File: config.mk
export PLATFORM = sky130hd
export DESIGN_NAME = geohash_encoder
export DESIGN_NICKNAME = d
export VERILOG_FILES = /design/src/hdl/gsh_pkg.sv /design/src/hdl/geohash_encoder.sv /design/src/hdl/gsh_front.sv /design/src/hdl/gsh_queue.sv /design/src/hdl/gsh_back.sv
export SDC_FILE = /design/constraint.sdc
export NUM_CORES = 1
export LEC_CHECK = 0
export BUFFER_PORTS_ARGS = -buffer_cell sky130_fd_sc_hd__buf_4
export CAP_MARGIN = 20
export CORE_MARGIN = 3
export CORE_UTILIZATION = 30
export CTS_CLUSTER_SIZE = 28
export DETAILED_ROUTE_END_ITERATION = 6
export HOLD_SLACK_MARGIN = 0.03
export SYNTH_ARGS = -nofsm -noshare
export SYNTH_HDL_FRONTEND = slang
export SYNTH_SLANG_ARGS = --single-unit
export TNS_END_PERCENT = 30
File: constraint.sdc
create_clock -name clk -period 14 [get_ports clk]
set_input_delay 1.4 -clock clk [delete_from_list [all_inputs] [get_ports clk]]
set_output_delay 1.4 -clock clk [all_outputs]
set_load 0.01 [all_outputs]
File: src/hdl/gsh_pkg.sv
`timescale 1ns / 1ps
`default_nettype none

package gsh_pkg;

    // coordinate limits in 1e-7 degree
    localparam logic signed [31:0] LAT_HALF = 32'sd900000000;
    localparam logic signed [31:0] LNG_HALF = 32'sd1800000000;

    // full span of each range, the divisor of the bisection
    localparam logic [31:0] LAT_SPAN = 32'd1800000000;
    localparam logic [31:0] LNG_SPAN = 32'd3600000000;

    // geohash length
    localparam logic [3:0] DEFAULT_CHARS = 4'd6;
    localparam logic [3:0] LIMIT_CHARS   = 4'd12;
    localparam logic [3:0] MAX_CHARS     = 4'd12;

    localparam int unsigned DEF_QUEUE_DEPTH = 4;

    // base32 alphabet, first character in the top byte
    localparam logic [255:0] ALPHABET = "0123456789bcdefghjkmnpqrstuvwxyz";

    // classified item handed from front to back
    typedef struct packed {
        logic        ok;
        logic [3:0]  char_num;
        logic [31:0] lat_off;
        logic [31:0] lng_off;
    } gsh_entry_t;

    // ascii code of one base32 symbol
    function automatic logic [6:0] gsh_char(input logic [4:0] sym);
        logic [4:0] pos;
        pos = 5'd31 - sym;
        return ALPHABET[{pos, 3'b000} +: 7];
    endfunction

    // one bisection step as a restoring division step: {bit, remainder}
    function automatic logic [32:0] gsh_bisect(input logic [31:0] r, input logic [31:0] span);
        logic [32:0] dbl;
        logic [32:0] diff;
        dbl  = {r, 1'b0};
        diff = dbl - {1'b0, span};
        if (dbl > {1'b0, span})
            return {1'b1, diff[31:0]};
        else
            return {1'b0, dbl[31:0]};
    endfunction

endpackage

`default_nettype wire

File: src/hdl/geohash_encoder.sv
// with the back end idle, an accepted item passes the queue slot and the working registers before
// its first character leaves the output register; one character per cycle while out_stall is low,
// an item giving its geohash length in characters (char_count, or 6 outside 1..12; one rejected
// result for coordinates out of range), each from five bisection steps as restoring division steps
// reset: asynchronous, active low; clears the queue and output valid,
// char_count returns to 6
`timescale 1ns / 1ps
`default_nettype none

module geohash_encoder #(
    parameter int unsigned QUEUE_DEPTH = gsh_pkg::DEF_QUEUE_DEPTH
) (
    input  wire logic               clk,
    input  wire logic               rst_n,
    input  wire logic               cfg_wr_en,
    input  wire logic        [3:0]  cfg_wr_data,
    input  wire logic               in_valid,
    output logic                    in_stall,
    input  wire logic signed [31:0] latitude,
    input  wire logic signed [31:0] longitude,
    output logic                    out_valid,
    input  wire logic               out_stall,
    output logic             [6:0]  hash_char,
    output logic             [3:0]  char_index,
    output logic                    valid_res,
    output logic                    last
);
    import gsh_pkg::*;

    logic [3:0]  char_count_reg;
    logic [3:0]  char_count_next;
    gsh_entry_t  front_entry;
    gsh_entry_t  head_entry;
    logic        q_full;
    logic        q_valid;
    logic        q_pop;

    // length register
    assign char_count_next = cfg_wr_en ? cfg_wr_data : char_count_reg;

    always_ff @(posedge clk or negedge rst_n)
    begin
        if (!rst_n)
            char_count_reg <= DEFAULT_CHARS;
        else
            char_count_reg <= char_count_next;
    end

    // front end: range check and offsets
    gsh_front u_front (
        .char_count (char_count_reg),
        .latitude   (latitude),
        .longitude  (longitude),
        .entry      (front_entry)
    );

    assign in_stall = q_full;

    // queue between front and back
    gsh_queue #(
        .DEPTH (QUEUE_DEPTH)
    ) u_queue (
        .clk       (clk),
        .rst_n     (rst_n),
        .push      (in_valid),
        .push_data (front_entry),
        .full      (q_full),
        .pop       (q_pop),
        .pop_valid (q_valid),
        .pop_data  (head_entry)
    );

    // back end: bisection and character output
    gsh_back u_back (
        .clk         (clk),
        .rst_n       (rst_n),
        .entry_valid (q_valid),
        .entry       (head_entry),
        .entry_pop   (q_pop),
        .out_valid   (out_valid),
        .out_stall   (out_stall),
        .hash_char   (hash_char),
        .char_index  (char_index),
        .valid_res   (valid_res),
        .last        (last)
    );

`ifndef SYNTH
    // a rejected item gives one result only
    a_reject_single: assert property (@(posedge clk) disable iff (!rst_n)
        (out_valid && !valid_res) |-> (last && char_index == 4'd0 && hash_char == 7'd0))
        else $error("rejected item result malformed");

    // characters of one item follow in order
    a_index_step: assert property (@(posedge clk) disable iff (!rst_n)
        (out_valid && !out_stall && !last) |=>
        (out_valid && char_index == $past(char_index) + 4'd1))
        else $error("character index did not advance");

    // a new item starts at character zero
    a_index_restart: assert property (@(posedge clk) disable iff (!rst_n)
        (out_valid && !out_stall && last) |=> (!out_valid || char_index == 4'd0))
        else $error("new item did not start at index zero");
`endif

endmodule

`default_nettype wire

File: src/hdl/gsh_front.sv
`timescale 1ns / 1ps
`default_nettype none

module gsh_front (
    input  wire logic               [3:0]  char_count,
    input  wire logic signed        [31:0] latitude,
    input  wire logic signed        [31:0] longitude,
    output gsh_pkg::gsh_entry_t            entry
);
    import gsh_pkg::*;

    logic        in_range;
    logic [32:0] lat_sum;
    logic [32:0] lng_sum;
    logic [3:0]  n_sel;

    // range check, bounds themselves are in range
    assign in_range = (latitude <= LAT_HALF) && (latitude >= -LAT_HALF) &&
                      (longitude <= LNG_HALF) && (longitude >= -LNG_HALF);

    // offsets from the lower bound of each range
    assign lat_sum = {latitude[31], latitude} + {1'b0, LAT_HALF};
    assign lng_sum = {longitude[31], longitude} + {1'b0, LNG_HALF};

    // resolve geohash length
    always_comb
    begin
        if (char_count == 4'd0 || char_count > LIMIT_CHARS)
            n_sel = DEFAULT_CHARS;
        else
            n_sel = char_count;
        if (n_sel > MAX_CHARS)
            n_sel = MAX_CHARS;
    end

    assign entry.ok       = in_range;
    assign entry.char_num = n_sel;
    assign entry.lat_off  = lat_sum[31:0];
    assign entry.lng_off  = lng_sum[31:0];

endmodule

`default_nettype wire

File: src/hdl/gsh_queue.sv
`timescale 1ns / 1ps
`default_nettype none

module gsh_queue #(
    parameter int unsigned DEPTH = gsh_pkg::DEF_QUEUE_DEPTH
) (
    input  wire logic                clk,
    input  wire logic                rst_n,
    input  wire logic                push,
    input  gsh_pkg::gsh_entry_t      push_data,
    output logic                     full,
    input  wire logic                pop,
    output logic                     pop_valid,
    output gsh_pkg::gsh_entry_t      pop_data
);
    import gsh_pkg::*;

    localparam int unsigned PTR_W = (DEPTH > 1) ? $clog2(DEPTH) : 1;
    localparam int unsigned CNT_W = $clog2(DEPTH + 1);

    gsh_entry_t             slot_reg [DEPTH];
    logic [PTR_W-1:0]       wr_ptr_reg;
    logic [PTR_W-1:0]       wr_ptr_next;
    logic [PTR_W-1:0]       rd_ptr_reg;
    logic [PTR_W-1:0]       rd_ptr_next;
    logic [CNT_W-1:0]       count_reg;
    logic [CNT_W-1:0]       count_next;
    logic                   do_push;
    logic                   do_pop;

    assign full      = (count_reg == CNT_W'(DEPTH));
    assign pop_valid = (count_reg != '0);
    assign pop_data  = slot_reg[rd_ptr_reg];
    assign do_push   = push && !full;
    assign do_pop    = pop && pop_valid;

    // pointer and fill count update
    always_comb
    begin
        wr_ptr_next = wr_ptr_reg;
        rd_ptr_next = rd_ptr_reg;
        count_next  = count_reg;
        if (do_push)
            wr_ptr_next = (wr_ptr_reg == PTR_W'(DEPTH - 1)) ? '0 : wr_ptr_reg + 1'b1;
        if (do_pop)
            rd_ptr_next = (rd_ptr_reg == PTR_W'(DEPTH - 1)) ? '0 : rd_ptr_reg + 1'b1;
        if (do_push && !do_pop)
            count_next = count_reg + 1'b1;
        else if (do_pop && !do_push)
            count_next = count_reg - 1'b1;
    end

    always_ff @(posedge clk or negedge rst_n)
    begin
        if (!rst_n)
        begin
            wr_ptr_reg <= '0;
            rd_ptr_reg <= '0;
            count_reg  <= '0;
        end
        else
        begin
            wr_ptr_reg <= wr_ptr_next;
            rd_ptr_reg <= rd_ptr_next;
            count_reg  <= count_next;
        end
    end

    // storage
    always_ff @(posedge clk)
    begin
        if (do_push)
            slot_reg[wr_ptr_reg] <= push_data;
    end

endmodule

`default_nettype wire

File: src/hdl/gsh_back.sv
`timescale 1ns / 1ps
`default_nettype none

module gsh_back (
    input  wire logic                 clk,
    input  wire logic                 rst_n,
    input  wire logic                 entry_valid,
    input  gsh_pkg::gsh_entry_t       entry,
    output logic                      entry_pop,
    output logic                      out_valid,
    input  wire logic                 out_stall,
    output logic               [6:0]  hash_char,
    output logic               [3:0]  char_index,
    output logic                      valid_res,
    output logic                      last
);
    import gsh_pkg::*;

    logic        busy_reg;
    logic        busy_next;
    logic        ok_reg;
    logic        ok_next;
    logic [3:0]  n_reg;
    logic [3:0]  n_next;
    logic [3:0]  k_reg;
    logic [3:0]  k_next;
    logic [31:0] lat_r_reg;
    logic [31:0] lat_r_next;
    logic [31:0] lng_r_reg;
    logic [31:0] lng_r_next;

    logic        out_valid_reg;
    logic        out_valid_next;
    logic [6:0]  hash_reg;
    logic [6:0]  hash_next;
    logic [3:0]  idx_reg;
    logic [3:0]  idx_next;
    logic        vres_reg;
    logic        vres_next;
    logic        last_reg;
    logic        last_next;

    logic        adv;
    logic        emit;
    logic        load;
    logic        cur_last;
    logic [32:0] a1;
    logic [32:0] a2;
    logic [32:0] a3;
    logic [32:0] b1;
    logic [32:0] b2;
    logic [32:0] b3;
    logic [4:0]  sym;
    logic [31:0] lng_after;
    logic [31:0] lat_after;

    // three chained steps per coordinate, two or three of them are used
    assign a1 = gsh_bisect(lng_r_reg, LNG_SPAN);
    assign a2 = gsh_bisect(a1[31:0], LNG_SPAN);
    assign a3 = gsh_bisect(a2[31:0], LNG_SPAN);
    assign b1 = gsh_bisect(lat_r_reg, LAT_SPAN);
    assign b2 = gsh_bisect(b1[31:0], LAT_SPAN);
    assign b3 = gsh_bisect(b2[31:0], LAT_SPAN);

    // even characters start on longitude, odd ones on latitude
    always_comb
    begin
        if (!k_reg[0])
        begin
            sym       = {a1[32], b1[32], a2[32], b2[32], a3[32]};
            lng_after = a3[31:0];
            lat_after = b2[31:0];
        end
        else
        begin
            sym       = {b1[32], a1[32], b2[32], a2[32], b3[32]};
            lng_after = a2[31:0];
            lat_after = b3[31:0];
        end
    end

    // handshake between working registers and output register
    assign adv       = !out_valid_reg || !out_stall;
    assign emit      = busy_reg && adv;
    assign cur_last  = !ok_reg || (k_reg + 4'd1 == n_reg);
    assign load      = entry_valid && (!busy_reg || (emit && cur_last));
    assign entry_pop = load;

    always_comb
    begin
        busy_next      = busy_reg;
        ok_next        = ok_reg;
        n_next         = n_reg;
        k_next         = k_reg;
        lat_r_next     = lat_r_reg;
        lng_r_next     = lng_r_reg;
        out_valid_next = out_valid_reg;
        hash_next      = hash_reg;
        idx_next       = idx_reg;
        vres_next      = vres_reg;
        last_next      = last_reg;

        // produce one character
        if (emit)
        begin
            out_valid_next = 1'b1;
            hash_next      = ok_reg ? gsh_char(sym) : 7'd0;
            idx_next       = ok_reg ? k_reg : 4'd0;
            vres_next      = ok_reg;
            last_next      = cur_last;
            k_next         = k_reg + 4'd1;
            lat_r_next     = lat_after;
            lng_r_next     = lng_after;
            if (cur_last)
                busy_next = 1'b0;
        end
        else if (adv)
        begin
            out_valid_next = 1'b0;
        end

        // take the next item from the queue
        if (load)
        begin
            busy_next  = 1'b1;
            ok_next    = entry.ok;
            n_next     = entry.char_num;
            k_next     = 4'd0;
            lat_r_next = entry.lat_off;
            lng_r_next = entry.lng_off;
        end
    end

    always_ff @(posedge clk or negedge rst_n)
    begin
        if (!rst_n)
        begin
            busy_reg      <= 1'b0;
            out_valid_reg <= 1'b0;
        end
        else
        begin
            busy_reg      <= busy_next;
            out_valid_reg <= out_valid_next;
        end
    end

    // payload registers
    always_ff @(posedge clk)
    begin
        ok_reg    <= ok_next;
        n_reg     <= n_next;
        k_reg     <= k_next;
        lat_r_reg <= lat_r_next;
        lng_r_reg <= lng_r_next;
        hash_reg  <= hash_next;
        idx_reg   <= idx_next;
        vres_reg  <= vres_next;
        last_reg  <= last_next;
    end

    assign out_valid  = out_valid_reg;
    assign hash_char  = hash_reg;
    assign char_index = idx_reg;
    assign valid_res  = vres_reg;
    assign last       = last_reg;

endmodule

`default_nettype wire

# Word level (Yosys, flattened, before mapping)
# Memories as Yosys holds them, arrays and structs flattened.
# Cells that the tools add are included.
# op_classes
addsub	14
n_lt_le_gt_ge	12
n_eq_ne	4
shift	1
muxes	26
n_reduce_logical	28
# op_table
cell	count
256-bit by 9-bit variable part select with 7-bit output, first input constant	1
33-bit two-way mux	6
32-bit two-way mux	6
33-bit by 31-bit greater-than comparator with 1-bit output, second input constant	3
33-bit by 32-bit greater-than comparator with 1-bit output, second input constant	3
32-bit by 31-bit subtractor with 32-bit output, second input constant	3
32-bit subtractor, second input constant	3
32-bit by 31-bit adder with 32-bit output, second input constant	1
32-bit adder, second input constant	1
32-bit by 31-bit greater-or-equal comparator with 1-bit output, second input constant	1
32-bit greater-or-equal comparator, second input constant	1
32-bit by 31-bit less-or-equal comparator with 1-bit output, second input constant	1
32-bit less-or-equal comparator, second input constant	1
1-bit logical AND	10
4-bit greater-than comparator, second input constant	2
4-bit two-way mux	2
2-bit nonzero test	4
1-bit zero test	7
1-bit two-way mux	7
3-bit two-way mux	2
5-bit two-way mux	1
5-bit subtractor, first input constant	1
2-bit by 1-bit adder with 2-bit output, second input constant	2
4-bit by 1-bit adder with 4-bit output, second input constant	1
10 further kinds	15
# word_totals
reg_bits	99
ramBits	276
inputBits	73
out_inout_bits	15
n_memories	1
# memory_table
name	words	width	rd	rd_clocked_by_memory_dff	write_ports	line_no	text
u_queue.slot_reg	4	69	1	0	1	gsh_queue.sv:21	gsh_entry_t slot_reg [DEPTH];

# Logic depth before layout (Yosys ltp)
# Gate-level depths: netlist (run 1).
# logic_depth
depth_word	10
ltp_mapped	37
depth_no_buf	29

# Modules after synthesis
# From an unflattened synthesis (run 1), not the netlist that was laid out.
# unflattened
cells_unflattened	1986
hier_area_um2	22972.0
# by_module_without_submodules
mod	instances	cells_each	area_each_um2	seq_area_each_um2
gsh_back	1	1341	10749.1	2592.5
gsh_queue	1	398	10485.1	8463.1
gsh_front	1	239	1590.3	0.0
geohash_encoder	1	8	147.6	102.6

# Least setup slack after synthesis (run 1)
# No wires, ideal clock.
# synth_timing
kind	reg-to-reg
start	register u_back.lat_r_reg[0]
end	register u_back.hash_reg[1], in the netlist u_back.hash_char[1], data pin
setup_ns	0.256
arrival_time_ns	6.934
path_slack_ns	6.810
path_stages_with_launch	34
n_path_buf	7
path_cell_list	edfxtp_1 -> or4_1 -> or4_1 -> o31a_1 -> o21a_1 -> buf_2 -> buf_1 -> xnor2_1 -> ha_1 -> nand2_1 -> mux2i_1 -> o21ai_2 -> a211o_1 -> o211ai_2 -> o21a_1 -> buf_2 -> buf_4 -> buf_2 -> xnor2_1 -> ha_1 -> nand2_1 -> o21ai_0 -> mux2i_1 -> o2111ai_1 -> a211oi_1 -> a211o_1 -> a21oi_1 -> buf_4 -> buf_6 -> a21o_1 -> ha_1 -> xnor2_1 -> nand2_1 -> o211a_1
# synth_via
elab_chain_len	9
# synth_rtl
item	line_no	text
start: declaration	gsh_back.sv:27	logic [31:0] lat_r_reg;
start signal: assignment	gsh_back.sv:154	lat_r_reg <= lat_r_next;
32-bit by 31-bit subtractor with 32-bit output / 33-bit by 31-bit greater-than comparator with 1-bit output (equally long branches)	gsh_pkg.sv:44, gsh_pkg.sv:45	
33-bit two-way mux *	gsh_pkg.sv:45	if (dbl > {1'b0, span})
32-bit by 31-bit subtractor with 32-bit output / 33-bit by 31-bit greater-than comparator with 1-bit output (equally long branches)	gsh_pkg.sv:44, gsh_pkg.sv:45	
33-bit two-way mux	gsh_pkg.sv:45	
33-bit by 31-bit greater-than comparator with 1-bit output	gsh_pkg.sv:45	
33-bit two-way mux	gsh_pkg.sv:45	
5-bit two-way mux *	gsh_back.sv:68	if (!k_reg[0])
5-bit subtractor *	gsh_pkg.sv:35	pos = 5'd31 - sym;
256-bit by 9-bit variable part select with 7-bit output *	gsh_pkg.sv:36	return ALPHABET[{pos, 3'b000} +: 7];
end signal: assignment	gsh_back.sv:156	hash_reg <= hash_next;
end: declaration	gsh_back.sv:34	logic [6:0] hash_reg;
# Mark *: on every way between the ends. The rest lies on a longest branch, timed or not.
# A chain may end at the register's enable or synchronous reset.

# Worst setup path in the final report (run 1)
# layout_timing
start	register u_back.lat_r_reg[0]
end	register u_back.hash_reg[3], in the netlist u_back.hash_char[3], data pin
# Same word-level chain as after synthesis.

==> impl_metrics.yaml, run 1 <==
run_status:
  status: "finished clean"
sta:
  clock_skew_ns: 0.0155
  rsz0062_at_grt: "no"
  period_needed_ns: 8.29
  finalHoldViolations: 0
  finalSetupViolCount: 0
  final.setup.tns_ns: 0
  fin_crit_sh: 0.592
  drv_slew: 0
  tightestPinTransition_ns: 1.06
  fmaxAchievable_ghz: 0.121
  relSlewSlack: 0.286
clock_network:
  postCtsSetupBuffers: 0
  cts_made_buffers: 39
  h-tree-depth: 2
  clk_pin_slew_ns: 0.06
  cts.sinks: 375
  cts_tree: "done"
  cts_max_path_buffers: 3
  hold_buffers: 0
  cts_root_buf: "clkbuf_16"
  clock_latency_ns: 0.55
  cts.repair.resized: 0
floorplan:
  rows: 99
  initial_utilization: 0.306
  fp.coreArea_um2: 73700
  die_area_um2: 78600
  pin_count: 88
  die_y_um: 280
  die_w_um: 280
final_layout:
  final_cell_area_um2: 25300
  final_nets: 2156
  largest_reg_flops: 276
  diodes: 0
  drive_gt1_frac: 0.149
  layout.cells.non_filler: 3047
  syn_to_final_growth_pct: 12.1
worst_setup_path:
  worst-path-max-fanout: 27
  worst_setup_path_start_kind: "flop"
  crit_path_end_kind: "flop"
  crit_required_ns: 14.29
  crit_type: "flop to flop"
  rrSetupSlack_ns: 5.71
  arrival_ns: 8.58
routing:
  drt-pass1-iter-count: 5
  avgViaCountPerCell: 5.62
  drc: 0
  dr_total_vias: 17100
  drt-wirelength-per-cell_um: 20.8
  drt_wl_total_mm: 63.2
  drt_iter0_markers: 1478
  ant_nets: 0
yosys:
  ys_top_cells_by_area: "edfxtp_1 (48%), mux4_2 (6.9%), xnor2_1 (3.7%), nand2_1 (2.9%), nor2_1 (2.5%)"
  synth_common_cells: "edfxtp_1 (358), nand2_1 (176), nor2_1 (152)"
  yosysUniqueCellTypes: 110
  async_flop_share: 0.0347
  yosysTopAreaCellShare: 0.476
  syn_nets: 2120
  syn-cell-area_um2: 22600
  seq_area_frac_synth: 0.494
  yosys.area.top_type: "edfxtp_1"
  synth.most_common_cell: "edfxtp_1"
  ys.flop_type: "edfxtp_1"
  synth_cells: 2024
  synth_seq_cells: 375
  avgSynthCellArea_um2: 11.2
  synth_enable_flop_cells: 358
  ys_warn_count: 0
place:
  place_inst: 2978
  place_area_um2: 24100
  io_buffer_count: 87
  gp_congestion: 0.889
  hpwlAfterDp_mm: 45.2
global_routing:
  grt_pass1_wl_mm: 98.4
  grt.total_usage: 0.157
  grt_remaining_overflow: 0
  grt_antenna_before_repair: 1
  grt_pass1_vias: 16500
  grt_start_max_net_pins: 74
min_path:
  hp-class: "flop to flop"
run:
  max-cap-violations: 0
layer usage:
| metal | routed length, µm | track usage | vias up | share of wire |
|---|---|---|---|---|
| met3 | 3830 | 0.0162 | 92 | 0.061 |
| li1 | - | - | 7914 | - |
| met4 | 1370 | 0.0406 | 0 | 0.022 |
| met5 | 0 | 0 | - | 0 |
| met1 | 28800 | 0.226 | 8492 | 0.45 |
| met2 | 29300 | 0.255 | 624 | 0.46 |
logic make-up (layout without fill, tap and decap cells):
kind of cell    after synthesis  in the layout  synth area share
mux                         115            115            0.0901
compound gates              494            494             0.152
buf+inv                     159            223            0.0296
simple gates                713            713             0.163
fa+ha+maj                    23             23            0.0131
xor+xnor                    145            145            0.0577
flops                       375            375             0.494
metrics by stage:
step / hold WS [ns] / worst slack [ns] / utilization
6_report: 0.492 / 5.71 / 0.343
4_1_cts: 0.496 / 5.93 / 0.343
3_5_place_dp: 0.484 / 5.95 / 0.327
3_3_place_gp: 0.470 / 6.11 / 0.327
5_1_grt: 0.525 / 5.36 / 0.343
2_1_floorplan: 0.457 / 6.81 / -
layout by cell type, fill, tap and decap left out, types with 21 or more instances in the layout:
cell type,n
edfxtp_1,358
nand2_1,175
nor2_1,151
buf_4,109
xnor2_1,96
a21oi_1,92
o21ai_0,84
mux4_2,69
nand3_1,67
nor3_1,65
xor2_1,46
inv_1,44
clkbuf_16,40
and3_1,31
and2_1,31
a31oi_1,30
mux2i_1,30
a211oi_1,27
o211ai_1,26
nand4_1,25
ha_1,22
or3_1,21
path summary, 6_finish.rpt:
check                      depth (start not counted)                start                    end
min in group asynchronous                          1                rst_n  u_queue.wr_ptr_reg[0]
hold / removal                                     1      u_back.busy_reg       u_back.out_valid
setup / recovery                                  24  u_back.lat_r_reg[0]    u_back.hash_char[3]
setup reg to reg                                  24  u_back.lat_r_reg[0]    u_back.hash_char[3]
hold reg to reg                                    1      u_back.busy_reg       u_back.out_valid
max in group asynchronous                          1                rst_n      char_count_reg[2]
final cells by class:
| type | instances | area (µm²) |
|---|---|---|
| clock buffers | 44 | 1020 |
| fillers | 7261 | 48400 |
| multi-input cells | 1490 | 10800 |
| clock inverters | 25 | 159 |
| well taps | 959 | 1200 |
| repair buffers | 109 | 818 |
| flip-flops and latches | 375 | 11200 |
| inverters | 45 | 169 |
worst max-delay path, cell delays in order, from the launching register on:
cell and delay, ns:
edfxtp_1 0.41, or4_1 0.63, or4_1 0.57, o31a_1 0.42
o21a_1 0.17, xnor2_1 0.48, ha_1 0.35, nand2_1 0.07
mux2i_1 0.35, o21ai_2 0.20, a211o_1 0.38, o211ai_2 0.48
o21a_1 0.24, buf_4 0.32, nor2_1 0.12, xnor2_1 0.24
a2111oi_1 0.70, nand2_1 0.49, a21oi_1 0.26, buf_4 0.28
a21o_1 0.22, ha_1 0.18, o21ai_0 0.11, nand2b_1 0.19
nor4bb_1 0.16
Power of run 1 is left out: the tool's default activity adds up to more than one toggle a clock period on the data nets, which glitch-free logic cannot reach.
==> run 2: changes to the inputs <==
==> constraint.sdc (replaced) <==
create_clock -name clk -period 8.68 [get_ports clk]
set_input_delay 0.868 -clock clk [delete_from_list [all_inputs] [get_ports clk]]
set_output_delay 0.868 -clock clk [all_outputs]
set_load 0.01 [all_outputs]
==> run 2 against run 1 <==
  * Final cell count is 0.16% higher
  * Hold slack lost 0.34 ns
  * First-iteration DRC count is 13% higher
  * Flip-flop and latch count is the same
  * Largest cell class unchanged
  * Highest routed layer unchanged
==> impl_metrics.yaml, run 2 (same netlist as run 1, synthesis figures left out) <==
sta:
  period_needed_ns: 8.05
  fmaxAchievable_ghz: 0.124
  rsz0062_at_grt: "no"
  final.setup.tns_ns: 0
  finalSetupViolCount: 0
  relSlewSlack: 0.316
  finalHoldViolations: 0
  fin_crit_sh: 0.928
  clock_skew_ns: 0.0257
  drv_slew: 0
  tightestPinTransition_ns: 0.998
floorplan:
  initial_utilization: 0.306
  rows: 99
  die_w_um: 280
  fp.coreArea_um2: 73700
  pin_count: 88
  die_area_um2: 78600
  die_y_um: 280
global_routing:
  grt.total_usage: 0.159
  grt_remaining_overflow: 0
  grt_pass1_vias: 16700
  grt_start_max_net_pins: 74
  grt_pass1_wl_mm: 99.4
  grt_antenna_before_repair: 1
final_layout:
  fin_util: 0.345
  final_nets: 2160
  regArea_um2: 11200
  mostFrequentLayoutCells: "edfxtp_1 (358), nand2_1 (175), nor2_1 (151)"
  layout.cells.non_filler: 3052
  final_common_cell: "edfxtp_1"
  syn_to_final_growth_pct: 12.5
  drive_gt1_frac: 0.151
  multiInputGateArea_um2: 10800
  final.fill_count: 7178
  largest_reg_flops: 276
worst_setup_path:
  rrSetupSlack_ns: 0.63
  worst_setup_path_start_kind: "flop"
  crit_required_ns: 8.98
  crit_type: "flop to flop"
  crit_path_end_kind: "flop"
  worst-path-max-fanout: 17
  arrival_ns: 8.35
clock_network:
  h-tree-depth: 2
  cts.repair.resized: 0
  clk_pin_slew_ns: 0.07
  hold_buffers: 0
  cts_made_buffers: 38
  cts_tree: "done"
  cts_max_path_buffers: 3
  clock_latency_ns: 0.56
  cts_root_buf: "clkbuf_16"
  cts.sinks: 375
  postCtsSetupBuffers: 0
routing:
  drt-pass1-iter-count: 5
  drt_iter0_markers: 1664
  drt_wl_total_mm: 63.9
  dr_total_vias: 17100
  avgViaCountPerCell: 5.60
  ant_nets: 0
  drc: 0
  drt-wirelength-per-cell_um: 20.9
place:
  place_inst: 2983
  hpwlAfterDp_mm: 45.9
  gp_congestion: 0.914
  io_buffer_count: 87
run:
  max-cap-violations: 0
min_path:
  hp-class: "input pin to asynchronous set/reset pin"
run_status:
  status: "finished clean"
==> run 2: cell type report <==
| cell class | count | share of cell area |
|---|---|---|
| repair buffers | 114 | 0.0338 |
| inverters | 45 | 0.00665 |
| well taps | 959 | 0.0472 |
| clock inverters | 26 | 0.0101 |
| multi-input cells | 1490 | 0.424 |
| flip-flops and latches | 375 | 0.440 |
| clock buffers | 42 | 0.0380 |
| diodes | 1 | 0.0000985 |
==> run 2: layer usage <==
layer / global-route usage / up-vias / share of wire
met5: 0 / - / 0
met3: 0.0179 / 117 / 0.057
met2: 0.256 / 608 / 0.46
met4: 0.0490 / 0 / 0.028
met1: 0.225 / 8443 / 0.45
li1: - / 7928 / -
==> run 2: worst max-delay path: stages (launching register included) <==
cell	delay, ns
edfxtp_1	0.41
or4_1	0.65
or4_1	0.54
o31a_1	0.42
o21a_1	0.17
xnor2_1	0.41
ha_1	0.35
nand2_1	0.08
mux2i_1	0.32
o21ai_2	0.19
a211o_1	0.39
o211ai_2	0.17
o21a_1	0.48
buf_4	0.32
nor2_1	0.09
xnor2_1	0.23
a2111oi_1	0.73
nand2_1	0.53
a21oi_1	0.42
a21o_1	0.25
inv_1	0.07
ha_1	0.18
o21ai_0	0.15
o21ai_0	0.10
o311a_1	0.15
==> run 2: path summary, 6_finish.rpt <==
path	from	endpoint	cells past startpoint
min	rst_n	u_queue.wr_ptr_reg[1]	1
max reg2reg	u_back.lat_r_reg[0]	u_back.hash_char[2]	24
min reg2reg	u_back.busy_reg	u_back.out_valid	1
max	u_back.lat_r_reg[0]	u_back.hash_char[2]	24
min in group clk	u_back.busy_reg	u_back.out_valid	1
max in group asynchronous	rst_n	char_count_reg[1]	1
==> run 2: through the flow <==
stage,setup slack [ns],instance area (µm²),hold WS (ns)
floorplan,1.49,22600,0.457
global route,0.121,25400,0.143
global placement,0.899,24200,0.474
finish,0.628,25400,0.148
CTS,0.792,25400,0.130
detailed placement,0.838,24200,0.476
Power of run 2 is left out for the same reason.
==> run 3: changes to the inputs <==
--- a/config.mk
+++ b/config.mk
@@ -9,9 +9,11 @@
 export CAP_MARGIN = 20
 export CORE_MARGIN = 3
 export CORE_UTILIZATION = 30
+export CTS_BUF_LIST = sky130_fd_sc_hd__clkbuf_16
 export CTS_CLUSTER_SIZE = 28
 export DETAILED_ROUTE_END_ITERATION = 6
 export HOLD_SLACK_MARGIN = 0.03
+export SETUP_SLACK_MARGIN = 0.3
 export SYNTH_ARGS = -nofsm -noshare
 export SYNTH_HDL_FRONTEND = slang
 export SYNTH_SLANG_ARGS = --single-unit
==> constraint.sdc (replaced) <==
create_clock -name clk -period 8.4 [get_ports clk]
set_input_delay 0.84 -clock clk [delete_from_list [all_inputs] [get_ports clk]]
set_output_delay 0.84 -clock clk [all_outputs]
set_load 0.01 [all_outputs]
==> run 3 against run 2 <==
  * Hold slack got worse by 0.014 ns
  * Register-to-register slack improved by 0.29 ns
  * Non-clock buffer count decreased by 2
  * Critical path depth increased by 3
  * Clock skew decreased by 0.011 ns
  * First-iteration DRC count decreased by 1.3%
  * Global-route usage about the same
  * Core utilization decreased by 0.075 points
  * Critical endpoint unchanged
==> impl_metrics.yaml, run 3 (same netlist as run 1, synthesis figures left out) <==
run:
  max-cap-violations: 0
final_layout:
  final.fill_count: 7202
  drive_gt1_frac: 0.150
  final_common_cell: "edfxtp_1"
  mostFrequentLayoutCells: "edfxtp_1 (358), nand2_1 (175), nor2_1 (151)"
  largest_reg_flops: 276
  syn_to_final_growth_pct: 12.3
  diodes: 0
  final_nets: 2156
floorplan:
  die_w_um: 280
  fp.coreArea_um2: 73700
  die_area_um2: 78600
  pin_count: 88
  initial_utilization: 0.306
  rows: 99
  die_y_um: 280
clock_network:
  cts_made_buffers: 36
  cts_root_buf: "clkbuf_16"
  postCtsSetupBuffers: 0
  cts_max_path_buffers: 3
  h-tree-depth: 2
  clock_latency_ns: 0.54
  cts_tree: "done"
  cts.sinks: 375
  clk_pin_slew_ns: 0.07
worst_setup_path:
  crit_type: "flop to flop"
  rrSetupSlack_ns: 0.92
  worst-path-max-fanout: 13
  crit_required_ns: 8.69
  crit_path_end_kind: "flop"
  ff2ff_path_depth: 27
  arrival_ns: 7.77
  r2r-start: "u_back.lat_r_reg[1]"
  worst_setup_path_start_kind: "flop"
  rr_endpoint: "u_back.hash_char[2]"
place:
  dp_slack_ns: 0.766
  hpwlAfterDp_mm: 45.6
  io_buffer_count: 87
  gp_congestion: 0.890
global_routing:
  grt_antenna_before_repair: 0
  grt.total_usage: 0.159
  grt_remaining_overflow: 0
  grt_pass1_wl_mm: 99.6
  grt_pass1_vias: 16700
  grt_start_max_net_pins: 75
sta:
  relSlewSlack: 0.276
  finalSetupViolCount: 0
  tightestPinTransition_ns: 1.09
  fmaxAchievable_ghz: 0.134
  drv_slew: 0
  fin_ws_ns: 0.917
  rsz0062_at_grt: "no"
  final.setup.tns_ns: 0
  fin_crit_sh: 0.891
  period_needed_ns: 7.48
  clock_skew_ns: 0.0144
  finalHoldViolations: 0
routing:
  drt-wirelength-per-cell_um: 20.9
  drt-pass1-iter-count: 6
  dr_total_vias: 17200
  drt_iter0_markers: 1642
  drc: 0
  ant_nets: 0
  avgViaCountPerCell: 5.65
  drt_wl_total_mm: 63.7
run_status:
  status: "finished clean"
min_path:
  hp-class: "input pin to asynchronous set/reset pin"
-- run 3: changes by cell type in the layout (fill, tap and decap cells not counted), sizes merged --
cell,previous run,this run
buf,114,112
clkinv,17,10
inv,49,55
clkbuf,42,37
clkinvlp,2,1
diode,1,0
-- run 3: per-stage QoR --
step	instance area (µm²)	util	hold WS, ns	instances
detailed placement	24200	0.328	0.483	2981
global placement	24100	0.328	0.472	2980
global route	25300	0.344	0.127	3042
CTS	25300	0.344	0.111	3042
floorplan	22600	-	0.457	2024
finish	25300	0.344	0.134	3042
-- run 3: per-layer routing --
metal,up-vias,share of wire,track usage
met3,103,0.063,0.0166
met1,8495,0.45,0.229
met2,672,0.46,0.258
li1,7917,-,-
met5,-,0,0
met4,0,0.022,0.0405
-- run 3: worst max path at each step --
stage               slack, ns  depth (start not counted)                start             endpoint
finish                   0.92                         27  u_back.lat_r_reg[1]  u_back.hash_char[2]
global route             0.31                         27  u_back.lat_r_reg[1]  u_back.hash_char[2]
CTS                      0.73                         26  u_back.lat_r_reg[1]  u_back.hash_char[3]
detailed placement       0.77                         26  u_back.lat_r_reg[1]  u_back.hash_char[3]
global placement         0.82                         27  u_back.lat_r_reg[0]  u_back.hash_char[2]
floorplan                1.21                         33  u_back.lat_r_reg[0]  u_back.hash_char[1]
-- run 3: timing repair --
item,CTS,global route
endpoints found under the setup margin,0,15
resized for setup,0,4
hold buffers,0,0
-- run 3: critical path: stages (launching register included) --
cell and delay, ns:
edfxtp_1 0.41, or4_1 0.61, or4_1 0.53, o31a_1 0.42, o21a_1 0.18, xnor2_2 0.28
ha_1 0.32, nand2_1 0.08, mux2i_1 0.37, o21ai_2 0.19, a211o_1 0.40, o211ai_4 0.35
o21a_1 0.22, xnor2_1 0.26, ha_1 0.28, nand2_1 0.06, o21ai_0 0.11, mux2i_1 0.12
o2111ai_1 0.28, a211oi_1 0.14, a211o_2 0.44, a21oi_1 0.26, a21o_1 0.23, inv_1 0.07
ha_1 0.17, o21ai_0 0.16, o21ai_0 0.10, o311a_1 0.15
-- run 3: layout make-up --
type	instances	area (µm²)	area share
clock buffer	37	926	0.0365
clock inverter	24	241	0.00953
inverter	45	169	0.00666
multi-input combinational	1490	10800	0.426
sequential	375	11200	0.440
tap	959	1200	0.0473
timing repair buffer	112	841	0.0332
Power of run 3 is left out for the same reason.
